File: src/design/sscs_pkg.sv
// Shared types, constants and the commutation step table for the six-step sequencer.
package sscs_pkg;

   localparam int PHASES   = 3;
   localparam int MAX_CMDS = 4;
   localparam int CNT_W    = 3;
   localparam int DUTY_W   = 14;
   localparam int FREQ_W   = 32;
   localparam int STEP_W   = 3;
   localparam int CSR_W    = 2;

   localparam logic [STEP_W-1:0] LAST_STEP = 3'd5;

   // Reset values of the duty registers, 0.01 % units
   localparam logic [DUTY_W-1:0] FLOOR_RESET   = 14'd200;
   localparam logic [DUTY_W-1:0] CEILING_RESET = 14'd9800;
   localparam logic [DUTY_W-1:0] IDLE_RESET    = 14'd0;

   typedef enum logic [1:0] {
      OP_STEP     = 2'd0,
      OP_SET_DUTY = 2'd1,
      OP_STOP     = 2'd2,
      OP_INIT     = 2'd3
   } op_type;

   typedef enum logic [1:0] {
      CMD_SET_FREQ = 2'd0,
      CMD_SET_MODE = 2'd1,
      CMD_SET_DUTY = 2'd2
   } kind_type;

   // DRV_UNKNOWN only lives in the mode cache
   typedef enum logic [1:0] {
      DRV_OFF     = 2'd0,
      DRV_HIGH    = 2'd1,
      DRV_LOW     = 2'd2,
      DRV_UNKNOWN = 2'd3
   } drive_type;

   typedef enum logic [CSR_W-1:0] {
      CSR_FLOOR   = 2'd0,
      CSR_CEILING = 2'd1,
      CSR_IDLE    = 2'd2
   } csr_type;

   typedef struct packed {
      op_type              mode;
      logic [STEP_W-1:0]   step_index;
      logic [FREQ_W-1:0]   pwm_frequency;
      logic [DUTY_W-1:0]   duty_request;
   } item_type;

   typedef struct packed {
      logic [DUTY_W-1:0] floor;
      logic [DUTY_W-1:0] ceiling;
      logic [DUTY_W-1:0] idle;
   } cfg_type;

   typedef struct packed {
      logic [FREQ_W-1:0]               prev_freq;
      drive_type [PHASES-1:0]          mode;
      logic [PHASES-1:0][DUTY_W-1:0]   duty;
   } state_type;

   typedef struct packed {
      kind_type            kind;
      logic [1:0]          phase;
      drive_type           drive;
      logic [DUTY_W-1:0]   duty;
      logic [FREQ_W-1:0]   freq;
      logic                last;
   } cmd_type;

   // Drive of one phase in one commutation step (U, V, W)
   function automatic drive_type step_drive(input logic [STEP_W-1:0] step,
                                            input logic [1:0] ph);
      drive_type u, v, w;
      unique case (step)
         3'd0:    begin u = DRV_HIGH; v = DRV_LOW;  w = DRV_OFF;  end
         3'd1:    begin u = DRV_HIGH; v = DRV_OFF;  w = DRV_LOW;  end
         3'd2:    begin u = DRV_OFF;  v = DRV_HIGH; w = DRV_LOW;  end
         3'd3:    begin u = DRV_LOW;  v = DRV_HIGH; w = DRV_OFF;  end
         3'd4:    begin u = DRV_LOW;  v = DRV_OFF;  w = DRV_HIGH; end
         3'd5:    begin u = DRV_OFF;  v = DRV_LOW;  w = DRV_HIGH; end
         default: begin u = DRV_OFF;  v = DRV_OFF;  w = DRV_OFF;  end
      endcase
      unique case (ph)
         2'd0:    return u;
         2'd1:    return v;
         default: return w;
      endcase
   endfunction

endpackage

File: src/design/sscs_channels.sv
// Handshake channel interfaces for the sequencer's request and command streams.
interface sscs_req_if import sscs_pkg::*; ();
   logic                valid;
   logic                ready;
   logic [1:0]          mode;
   logic [STEP_W-1:0]   step_index;
   logic [FREQ_W-1:0]   pwm_frequency;
   logic [DUTY_W-1:0]   duty_request;

   modport source (output valid, mode, step_index, pwm_frequency, duty_request,
                   input ready);
   modport sink   (input valid, mode, step_index, pwm_frequency, duty_request,
                   output ready);
endinterface

interface sscs_rsp_if import sscs_pkg::*; ();
   logic                valid;
   logic                ready;
   logic [1:0]          command_kind;
   logic [1:0]          phase;
   logic [1:0]          drive_mode;
   logic [DUTY_W-1:0]   duty_value;
   logic [FREQ_W-1:0]   frequency_value;
   logic                last_command;

   modport source (output valid, command_kind, phase, drive_mode, duty_value,
                   frequency_value, last_command, input ready);
   modport sink   (input valid, command_kind, phase, drive_mode, duty_value,
                   frequency_value, last_command, output ready);
endinterface

File: src/design/sscs_cmd_gen.sv
// Command generator: builds the packed command list and next cache state for one item.
module sscs_cmd_gen import sscs_pkg::*; (
   input  item_type                   item,
   input  cfg_type                    cfg,
   input  state_type                  st,
   output state_type                  nxt,
   output cmd_type [MAX_CMDS-1:0]     list,
   output logic [CNT_W-1:0]           count
);

   logic [DUTY_W-1:0] raised;
   logic [DUTY_W-1:0] sat;

   // Raise to floor first, then clip to ceiling
   assign raised = (item.duty_request < cfg.floor) ? cfg.floor : item.duty_request;
   assign sat    = (raised > cfg.ceiling) ? cfg.ceiling : raised;

   always_comb begin
      logic                  freq_change;
      logic                  step_ok;
      drive_type             m;
      drive_type             eff;
      logic [DUTY_W-1:0]     d;
      cmd_type [MAX_CMDS-1:0] cand;
      logic [MAX_CMDS-1:0]   emit;
      logic [CNT_W-1:0]      n;
      logic [CNT_W-1:0]      last_idx;

      nxt         = st;
      cand        = '0;
      emit        = '0;
      freq_change = (item.pwm_frequency != st.prev_freq);
      step_ok     = (item.step_index <= LAST_STEP);

      // Slot 0 is the frequency command, slots 1..3 are phases U, V, W
      unique case (item.mode)
         OP_STEP: begin
            if (step_ok) begin
               if (freq_change) begin
                  emit[0]       = 1'b1;
                  cand[0].kind  = CMD_SET_FREQ;
                  cand[0].drive = DRV_OFF;
                  cand[0].freq  = item.pwm_frequency;
                  nxt.prev_freq = item.pwm_frequency;
               end
               for (int ch = 0; ch < PHASES; ch++) begin
                  m   = step_drive(item.step_index, 2'(ch));
                  eff = freq_change ? DRV_UNKNOWN : st.mode[ch];
                  d   = (m == DRV_HIGH) ? sat : (m == DRV_LOW) ? cfg.floor : cfg.idle;
                  nxt.mode[ch] = eff;
                  cand[ch+1].phase = 2'(ch);
                  cand[ch+1].duty  = d;
                  if (m != eff) begin
                     emit[ch+1]       = 1'b1;
                     cand[ch+1].kind  = CMD_SET_MODE;
                     cand[ch+1].drive = m;
                     nxt.mode[ch]     = m;
                     nxt.duty[ch]     = d;
                  end else if (m == DRV_HIGH && d != st.duty[ch]) begin
                     emit[ch+1]       = 1'b1;
                     cand[ch+1].kind  = CMD_SET_DUTY;
                     cand[ch+1].drive = DRV_HIGH;
                     nxt.duty[ch]     = d;
                  end
               end
            end
         end
         OP_SET_DUTY: begin
            // exactly one high-side phase per valid step
            if (step_ok) begin
               for (int ch = 0; ch < PHASES; ch++) begin
                  if (step_drive(item.step_index, 2'(ch)) == DRV_HIGH) begin
                     emit[ch+1]       = 1'b1;
                     cand[ch+1].kind  = CMD_SET_DUTY;
                     cand[ch+1].phase = 2'(ch);
                     cand[ch+1].drive = DRV_HIGH;
                     cand[ch+1].duty  = sat;
                     nxt.duty[ch]     = sat;
                  end
               end
            end
         end
         default: begin
            // stop and init: all phases off; init also forgets the modes
            for (int ch = 0; ch < PHASES; ch++) begin
               emit[ch+1]       = 1'b1;
               cand[ch+1].kind  = CMD_SET_MODE;
               cand[ch+1].phase = 2'(ch);
               cand[ch+1].drive = DRV_OFF;
               cand[ch+1].duty  = cfg.idle;
               if (item.mode == OP_INIT) begin
                  nxt.mode[ch] = DRV_UNKNOWN;
               end
            end
         end
      endcase

      // Pack emitted candidates in order and flag the final one
      n    = '0;
      list = '0;
      for (int i = 0; i < MAX_CMDS; i++) begin
         if (emit[i]) begin
            list[n[1:0]] = cand[i];
            n = n + 3'd1;
         end
      end
      last_idx = n - 3'd1;
      if (n != '0) begin
         list[last_idx[1:0]].last = 1'b1;
      end
      count = n;
   end

endmodule

File: src/design/six_step_commutation_sequencer.sv
// Top level of the six-step commutation sequencer: input register, generator, command queue.
// An item is taken into an input register; from there it is turned into
// its whole list of timer commands (none to four), which is loaded into the queue together
// with the updated phase caches, and the commands then leave on rsp one per cycle, while
// rsp is ready, from a four-entry output register. The command output register sets the
// rate: an item that causes n commands occupies it until all n have left. The next item is
// taken into the input register as soon as the previous one has moved into the queue, and
// waits there until the queue's last command leaves. Configuration writes take effect on
// the next clock edge.
module six_step_commutation_sequencer import sscs_pkg::*; (
   input  logic                clock,
   input  logic                reset,
   sscs_req_if.sink            req,
   sscs_rsp_if.source          rsp,
   input  logic                csr_write_enable,
   input  logic [CSR_W-1:0]    csr_index,
   input  logic [DUTY_W-1:0]   csr_write_data
);

   logic                   in_valid_ff, in_valid_in;
   item_type               in_ff;
   cfg_type                cfg_ff, cfg_in;
   state_type              state_ff, state_in;
   cmd_type [MAX_CMDS-1:0] list_ff, list_in;
   logic [CNT_W-1:0]       cnt_ff, cnt_in;

   state_type              gen_state;
   cmd_type [MAX_CMDS-1:0] gen_list;
   logic [CNT_W-1:0]       gen_cnt;

   logic req_take;
   logic rsp_pop;
   logic load;

   sscs_cmd_gen u_cmd_gen (
      .item  (in_ff),
      .cfg   (cfg_ff),
      .st    (state_ff),
      .nxt   (gen_state),
      .list  (gen_list),
      .count (gen_cnt)
   );

   // Handshake control
   assign rsp_pop   = rsp.valid && rsp.ready;
   assign load      = in_valid_ff &&
                      ((cnt_ff == '0) || ((cnt_ff == 3'd1) && rsp_pop));
   assign req.ready = !in_valid_ff || load;
   assign req_take  = req.valid && req.ready;

   always_comb begin
      in_valid_in = in_valid_ff;
      if (req_take) begin
         in_valid_in = 1'b1;
      end else if (load) begin
         in_valid_in = 1'b0;
      end
   end

   // Command queue: load a fresh list or shift out the head
   always_comb begin
      list_in  = list_ff;
      cnt_in   = cnt_ff;
      state_in = state_ff;
      if (load) begin
         list_in  = gen_list;
         cnt_in   = gen_cnt;
         state_in = gen_state;
      end else if (rsp_pop) begin
         for (int i = 0; i < MAX_CMDS - 1; i++) begin
            list_in[i] = list_ff[i+1];
         end
         list_in[MAX_CMDS-1] = '0;
         cnt_in = cnt_ff - 3'd1;
      end
   end

   // Register writes
   always_comb begin
      cfg_in = cfg_ff;
      if (csr_write_enable) begin
         unique case (csr_index)
            CSR_FLOOR:   cfg_in.floor   = csr_write_data;
            CSR_CEILING: cfg_in.ceiling = csr_write_data;
            CSR_IDLE:    cfg_in.idle    = csr_write_data;
            default:     cfg_in = cfg_ff;
         endcase
      end
   end

   // Control and cache state
   always_ff @(posedge clock) begin
      if (reset) begin
         in_valid_ff        <= 1'b0;
         cnt_ff             <= '0;
         cfg_ff.floor       <= FLOOR_RESET;
         cfg_ff.ceiling     <= CEILING_RESET;
         cfg_ff.idle        <= IDLE_RESET;
         state_ff.prev_freq <= '0;
         for (int ph = 0; ph < PHASES; ph++) begin
            state_ff.mode[ph] <= DRV_UNKNOWN;
         end
         state_ff.duty      <= '0;
      end else begin
         in_valid_ff <= in_valid_in;
         cnt_ff      <= cnt_in;
         cfg_ff      <= cfg_in;
         state_ff    <= state_in;
      end
   end

   // Payload registers
   always_ff @(posedge clock) begin
      if (req_take) begin
         in_ff.mode          <= op_type'(req.mode);
         in_ff.step_index    <= req.step_index;
         in_ff.pwm_frequency <= req.pwm_frequency;
         in_ff.duty_request  <= req.duty_request;
      end
      list_ff <= list_in;
   end

   // Head of the queue drives the result channel
   assign rsp.valid           = (cnt_ff != '0);
   assign rsp.command_kind    = list_ff[0].kind;
   assign rsp.phase           = list_ff[0].phase;
   assign rsp.drive_mode      = list_ff[0].drive;
   assign rsp.duty_value      = list_ff[0].duty;
   assign rsp.frequency_value = list_ff[0].freq;
   assign rsp.last_command    = list_ff[0].last;

`ifndef SYNTHESIS
   // The last flag marks the final queued command of an item
   assert property (@(posedge clock) disable iff (reset)
      rsp.valid |-> (list_ff[0].last == (cnt_ff == 3'd1)))
      else $error("last flag out of step with queue count");

   // A frequency update always forces phase commands after it
   assert property (@(posedge clock) disable iff (reset)
      rsp_pop && list_ff[0].kind == CMD_SET_FREQ
      |=> rsp.valid && list_ff[0].kind == CMD_SET_MODE)
      else $error("frequency update not followed by phase mode set");

   // Queue never holds more than four commands
   assert property (@(posedge clock) disable iff (reset)
      cnt_ff <= 3'(MAX_CMDS))
      else $error("command queue overflow");

   // Input is only refused while an item waits in the input register
   assert property (@(posedge clock) disable iff (reset)
      !req.ready |-> in_valid_ff && cnt_ff != '0)
      else $error("input stalled without a pending item");
`endif

endmodule

File: src/flat_wrapper.sv
// flat-port wrapper written by rule: the top's interface ports become plain ports
module six_step_commutation_sequencer_flat import sscs_pkg::*;
  (clock, reset, csr_write_enable, csr_index, csr_write_data, req_valid, req_mode, req_step_index, req_pwm_frequency, req_duty_request, req_ready, rsp_valid, rsp_command_kind, rsp_phase, rsp_drive_mode, rsp_duty_value, rsp_frequency_value, rsp_last_command, rsp_ready);
  sscs_req_if req_i ();
  sscs_rsp_if rsp_i ();
  input  logic clock;
  input  logic reset;
  input  logic csr_write_enable;
  input  logic [CSR_W-1:0] csr_index;
  input  logic [DUTY_W-1:0] csr_write_data;
  input wire logic [$bits(req_i.valid)-1:0] req_valid;
  input wire logic [$bits(req_i.mode)-1:0] req_mode;
  input wire logic [$bits(req_i.step_index)-1:0] req_step_index;
  input wire logic [$bits(req_i.pwm_frequency)-1:0] req_pwm_frequency;
  input wire logic [$bits(req_i.duty_request)-1:0] req_duty_request;
  output wire logic [$bits(req_i.ready)-1:0] req_ready;
  output wire logic [$bits(rsp_i.valid)-1:0] rsp_valid;
  output wire logic [$bits(rsp_i.command_kind)-1:0] rsp_command_kind;
  output wire logic [$bits(rsp_i.phase)-1:0] rsp_phase;
  output wire logic [$bits(rsp_i.drive_mode)-1:0] rsp_drive_mode;
  output wire logic [$bits(rsp_i.duty_value)-1:0] rsp_duty_value;
  output wire logic [$bits(rsp_i.frequency_value)-1:0] rsp_frequency_value;
  output wire logic [$bits(rsp_i.last_command)-1:0] rsp_last_command;
  input wire logic [$bits(rsp_i.ready)-1:0] rsp_ready;
  assign req_i.valid = req_valid;
  assign req_i.mode = req_mode;
  assign req_i.step_index = req_step_index;
  assign req_i.pwm_frequency = req_pwm_frequency;
  assign req_i.duty_request = req_duty_request;
  assign req_ready = req_i.ready;
  assign rsp_valid = rsp_i.valid;
  assign rsp_command_kind = rsp_i.command_kind;
  assign rsp_phase = rsp_i.phase;
  assign rsp_drive_mode = rsp_i.drive_mode;
  assign rsp_duty_value = rsp_i.duty_value;
  assign rsp_frequency_value = rsp_i.frequency_value;
  assign rsp_last_command = rsp_i.last_command;
  assign rsp_i.ready = rsp_ready;
  six_step_commutation_sequencer u_core (.clock(clock), .reset(reset), .req(req_i), .rsp(rsp_i), .csr_write_enable(csr_write_enable), .csr_index(csr_index), .csr_write_data(csr_write_data));
endmodule
File: config.mk
export PLATFORM = sky130hd
export DESIGN_NAME = six_step_commutation_sequencer_flat
export DESIGN_NICKNAME = d
export VERILOG_FILES = /design/src/design/sscs_pkg.sv /design/src/design/sscs_channels.sv /design/src/design/sscs_cmd_gen.sv /design/src/design/six_step_commutation_sequencer.sv /design/src/flat_wrapper.sv
export SDC_FILE = /design/constraint.sdc
export NUM_CORES = 1
export LEC_CHECK = 0
export BUFFER_PORTS_ARGS = -buffer_cell sky130_fd_sc_hd__buf_2
export CORE_MARGIN = 2
export CORE_UTILIZATION = 57
export CTS_BUF_LIST = sky130_fd_sc_hd__clkbuf_8
export DETAILED_ROUTE_END_ITERATION = 7
export PLACE_DENSITY_LB_ADDON = 0.1
export SETUP_SLACK_MARGIN = 0.5
export SYNTH_ARGS = -nofsm -noshare
export SYNTH_HDL_FRONTEND = slang
export SYNTH_SLANG_ARGS = --single-unit
File: constraint.sdc
create_clock -name clock -period 7.6 [get_ports clock]
set_input_delay 0.76 -clock clock [delete_from_list [all_inputs] [get_ports clock]]
set_output_delay 0.76 -clock clock [all_outputs]
set_load 0.05 [all_outputs]
## Word level (Yosys, flattened, before mapping)

Index checks and enable logic that the tools add are counted.
W data, S select, Z words.

- Input port bits: 72
- Flip-flop bits (word level): 389
- Output and inout port bits: 55

- $add $sub $neg: 5
- Equal/unequal tests: 34
- Magnitude comparators: 11
- Reductions and logical operators: 38
- Bitwise logic cells: 1
- Muxes and demuxes: 108

Operators with widths:

| cell | number |
|---|---|
| $mux W212 | 6 |
| $bwmux W212 | 4 |
| $demux W53 S2 | 4 |
| $mux W14 | 17 |
| $mux W20 | 9 |
| $mux W53 | 3 |
| $pmux W20 S2 | 3 |
| $mux W32 | 3 |
| $pmux W42 S2 | 1 |
| $mux W2 | 25 |
| $mux W48 | 1 |
| $mux W42 | 1 |
| $ne A14 B14 Y1 | 3 |
| $mux W33 | 1 |
| $ne A32 B32 Y1 | 1 |
| $mux W1 | 18 |
| $mux W3 | 6 |
| $reduce_and A6 Y1 | 3 |
| $eq A2 B1 Y1 const B | 8 |
| $gt A14 B14 Y1 | 1 |
| $lt A14 B14 Y1 | 1 |
| $lt A2 B3 Y1 const B | 4 |
| $pmux W2 S2 | 3 |
| $pmux W6 S2 | 1 |
| other kinds (25) | 70 |

## Depth between registers and ports, before layout

- Word-level depth: 29
- Mapped depth: 37

## Hierarchy

Synthesis repeated with hierarchy kept, for this count alone.

- Cell total of the unflattened synthesis: 2,900
- Area, all modules: 26,427.8 um^2

By module, submodules not included:

| module | cells each | area an instance (um^2) | seq. area each (um^2) | times used |
|---|---|---|---|---|
| six_step_commutation_sequencer | 1,145 | 15,648.8 | 10,420.0 | 1 |
| sscs_cmd_gen | 1,755 | 10,779.1 | 0.0 | 1 |

## Worst setup path before layout

Ideal clock, no wire load.

- Kind: register -> register
- Start: reg u_core.in_ff[3] in the netlist's numbering
- End: reg u_core.list_ff[141] in the netlist's numbering, data pin
- Path buffers: 8
- Setup slack: 0.188 ns
- Stages on the path, launching flop included: 36
- Required time: 7.448 ns
- Data arrival time: 7.259 ns
- Library setup time: 0.152 ns
- Clock period less this slack: 7.412 ns
- Cell sequence: edfxtp_1 -> ha_1 -> a211o_1 -> a21oi_2 -> o21ai_2 -> buf_6 -> buf_2 -> buf_2 -> a31oi_1 -> and2_1 -> inv_1 -> ha_1 -> and4_1 -> nand2_1 -> or3_1 -> o21ai_0 -> buf_2 -> buf_2 -> a32oi_1 -> o21ai_0 -> o22ai_1 -> nor4_1 -> a311o_1 -> nand2_1 -> inv_1 -> ha_1 -> and3_1 -> clkbuf_1 -> buf_1 -> a21oi_1 -> ha_1 -> and2_1 -> a211oi_2 -> buf_2 -> a32oi_1 -> o21ai_0

RTL lines:

| what | RTL line | source |
|---|---|---|
| from (decl) | six_step_commutation_sequencer.sv:21 | `item_type in_ff;` |
| to (signal assigned) | six_step_commutation_sequencer.sv:120 | `list_ff <= list_in;` |
| to (decl) | six_step_commutation_sequencer.sv:24 | `cmd_type [MAX_CMDS-1:0] list_ff, list_in;` |

## Worst setup path in the final report

- Start: reg u_core.in_ff[4] in the netlist's numbering
- End: reg u_core.list_ff (netlist bit u_core.rsp.frequency_value[25]), data pin

- Word-level cells in the longest chain between the ends: 23

RTL lines:

| what | RTL line | source |
|---|---|---|
| $lt A14 B14 Y1 | sscs_cmd_gen.sv:15 | `assign raised = (item.duty_request < cfg.floor) ? cfg.floor : item.duty_request;` |
| $mux W14 (*) | sscs_cmd_gen.sv:15 |  |
| $gt A14 B14 Y1 | sscs_cmd_gen.sv:16 | `assign sat = (raised > cfg.ceiling) ? cfg.ceiling : raised;` |
| $mux W14 (*) | sscs_cmd_gen.sv:16 |  |
| $mux W14 | sscs_cmd_gen.sv:49 | `d = (m == DRV_HIGH) ? sat : (m == DRV_LOW) ? cfg.floor : cfg.idle;` |
| $ne A14 B14 Y1 | sscs_cmd_gen.sv:59 | `end else if (m == DRV_HIGH && d != st.duty[ch]) begin` |
| $logic_and A1 B1 Y1 | sscs_cmd_gen.sv:59 |  |
| $mux W1 | sscs_cmd_gen.sv:59 |  |
| $mux W1 | sscs_cmd_gen.sv:53 | `if (m != eff) begin` |
| $mux W4 (*) | sscs_cmd_gen.sv:38 | `if (step_ok) begin` |
| $pmux W3 S2 (*) | sscs_cmd_gen.sv:36 | `unique case (item.mode)` |
| parallel branches: the longest is 10 deep, another holds $add A3 B1 Y3 | -- |  |
| $mux W212 (*) | sscs_cmd_gen.sv:108 | `if (n != '0) begin` |
| $mux W212 (*) | six_step_commutation_sequencer.sv:65 | `if (load) begin` |

Mark *: on every way between the ends.
A chain may end at the register's enable or synchronous reset.

==> impl_metrics.yaml <==
worst_setup_path:
  crit_end: "u_core.rsp.frequency_value[25]$_SDFFCE_PN0P_"
  arrival_ps: 7460
  crit_path_frequent_cell: "ha_1"
  cp_data_required_time_ps: 8100
  slowest_delay_ps: 500
  crit_path_max_fanout: 31
  cpMaxStageDelayCell: "edfxtp_1"
  cp-end-kind: "flip-flop"
  r2r-end: "u_core.rsp.frequency_value[25]$_SDFFCE_PN0P_"
  ff2ff_path_depth: 30
  crit_path_start: "u_core.in_ff[4]$_DFFE_PP_"
  reg2reg_slack_ps: 650
  crit_path_start_kind: "flip-flop"
  criticalPathCategory: "flip-flop to flip-flop"
  r2r-start: "u_core.in_ff[4]$_DFFE_PP_"
global_routing:
  grt_pass1_vias: 16570
  met1_usage: 0.5533
  grt_max_degree: 79
  grt_use_total: 0.3928
  grtUsageMet3: 0.1130
  busiest_layer: "met2"
  groute.layer.met2.usage: 0.5713
  grt_antenna_before_repair: 2
  grt_pass1_wl_um: 100300
  grt-ovfl-total: 0
logic_synthesis:
  synth_cell_type_count: 94
  ys.flop_type: "edfxtp_1"
  syn_area_per_cell_um2: 8.673
  synth_edf_count: 167
  synth.top_cell.area_share: 0.2706
  synth_cells: 2137
  syn_area_um2: 18530
  yosysSeqAreaShare: 0.4067
  synthTopCellsByArea: "edfxtp_1 27%, dfxtp_1 14%, nand2_1 6.9%"
  synth_common_cells: "342 x nand2_1, 185 x nor2_1, 167 x edfxtp_1, 155 x a21oi_1, 126 x dfxtp_1"
  synth_fp_nets: 2250
  ys_ff_latch: 293
  yosys.area.top_type: "edfxtp_1"
  yosysMostFrequentCell: "nand2_1"
  yosys_warnings: 0
  async_flop_share: 0
pwr:
  power_density_nw_per_um2: 330.8
  power_leakage_nw: 8.082
  p_total_mw: 7.098
  vdd_ir_drop_max_mv: 0.2772
clocking:
  clk_path_buf_depth: 3
  htree_levels: 2
  cts_root_buf: "clkbuf_8"
  clock_latency_ps: 650
  path_clk_slew_ps: 70
  cts_made_buffers: 51
  clock-sinks: 293
  cts_tree: "done"
final_layout:
  synthToLayoutAreaGrowth_pct: 15.79
  num-nets-final: 2393
  fillCellCount: 2683
  drive_above_1_share: 0.2010
  final_util: 0.6647
die:
  die_h_um: 184.3
  die-area_um2: 33970
  std_cell_rows: 66
  dieWidth_um: 184.3
  start_util: 0.5740
  core_area_um2: 32290
  ios: 127
worst_hold_path:
  worstHoldPathCells: 1
  hold_class: "input port to flip-flop"
  min_from: "req_step_index[0]"
sta:
  hold_viol_final: 0
  fmax_mhz: 143.8
  worstMarginPinSlew_ps: 1191
  finClkSkew_ps: 20.12
  min_period_ps: 6953
  setup_viol: 0
  slew_viol_final: 0
  fin_ws_ps: 646.9
  rsz0062_at_grt: "false"
  post-route-period-util: 0.9149
  relSlewSlack: 0.2003
placed_design:
  pre_cts_slack_ps: -84.90
  place_congestion: 1.015
  hpwl_um: 49200
  port_buffers: 126
routing:
  firstDrtPassIters: 6
  vias: 18179
  wl_um: 68550
  via_per_inst: 6.572
  route.detailed.drc: 0
  wire_per_inst_um: 24.78
  drtIter0Drc: 2355
  antenna_left: 0
outcome:
  status: "completed"
flow_run:
  maxCapViolations: 0
-- per-stage QoR --
stage                     area [um2]  setup TNS (ps)  cells  hold slack [ps]
after detailed placement       19720          -355.4   2627            449.6
final                          21460               0   2766            287.0
after CTS                      20930               0   2728            252.3
after global routing           21460               0   2765            259.8
after floorplan                18550               0   2137            436.3
after global placement         19720               0   2627            447.8
-- worst max-delay path: cells and delay by family (launching register included) --
family / cells / cell delay, ps
compound gates: 13 / 2960
flops: 1 / 500
buf+inv: 7 / 1060
xor+xnor: 1 / 330
fa+ha+maj: 4 / 1120
simple gates: 5 / 850
-- state kept, by name, indices dropped and copies added, names as in the netlist, 2 cells and up --
name and flops:
u_core.cfg_ff 42, u_core.in_ff 51, u_core.rsp.duty_value 14, u_core.state_ff 80, u_core.list_ff 63, u_core.rsp.phase 2, u_core.rsp.drive_mode 2, u_core.rsp.frequency_value 32
u_core.rsp.command_kind 2, u_core.cnt_ff 3
-- cell type report --
class                      count  area, um2  area share
tap                          442      553.0     0.02577
inverter                      62      234.0     0.01090
timing repair buffer         280       1876     0.08740
multi-input combinational   1592      10230      0.4766
clock inverter                43      300.3     0.01399
clock buffer                  53      729.5     0.03399
antenna                        1      2.502   0.0001166
sequential                   293       7538      0.3513
-- metal layers --
layer | part of all wire | vias up
li1 | - | 8133
met1 | 0.42 | 8677
met2 | 0.42 | 1183
met3 | 0.12 | 180
met4 | 0.036 | 6
met5 | 0.0010 | -
-- cells by family (layout without fill, tap and decap cells) --
group                      Yosys count  in the layout  synth area share
muxes                               74             74           0.04105
DFF                                293            293            0.4067
buffers and inverters              254            438           0.06521
xor gates and xnor gates            55             55           0.02640
adders and majority gates           41             41           0.02768
AOI/OAI and AO/OA                  646            648            0.2432
and+or+nand+nor                    774            774            0.1898
other                                0              1                 0
-- where the power goes --
group	total, mW	leakage [nW]	internal (mW)	switching, mW
Sequential	2.43	2.65	2.23	0.196
Combinational	3.20	4.83	1.00	2.20
Clock	1.48	0.603	0.764	0.711
-- layout by cell type (no fill, tap or decap), types with 16 or more instances in the layout --
master,synthesis,layout
o22ai_1,26,26
xnor2_1,48,45
buf_4,52,146
o211ai_1,28,28
edfxtp_1,167,167
nor3_1,31,30
a22o_1,17,17
a21oi_1,155,148
clkbuf_8,0,53
a211o_1,24,23
inv_1,58,76
ha_1,41,39
nor2_1,185,181
a31oi_1,33,25
and2_1,46,42
nand4_1,30,30
mux2i_1,60,59
buf_2,26,125
and3_1,16,16
a32oi_1,21,16
nand2_1,342,338
o21ai_0,116,110
a211oi_1,33,32
dfxtp_1,126,125
nand3_1,37,37
-- worst min-delay path by stage --
stage	end	slack, ps
after floorplan	u_core.cfg_ff[29]$_SDFFE_PP0P_	440
after global placement	u_core.cfg_ff[39]$_SDFFE_PP0P_	450
after detailed placement	u_core.cfg_ff[39]$_SDFFE_PP0P_	450
after CTS	u_core.in_ff[46]$_DFFE_PP_	250
after global routing	u_core.in_ff[45]$_DFFE_PP_	260
final	u_core.in_ff[46]$_DFFE_PP_	290
-- repair_timing --
action,CTS,global route
buffers inserted,4,36
gates cloned,1,1
setup endpoints to repair,117,117
pin swaps,3,22
hold buffers,0,0
resized for setup,29,45
Power figures use the tool's default switching activity.
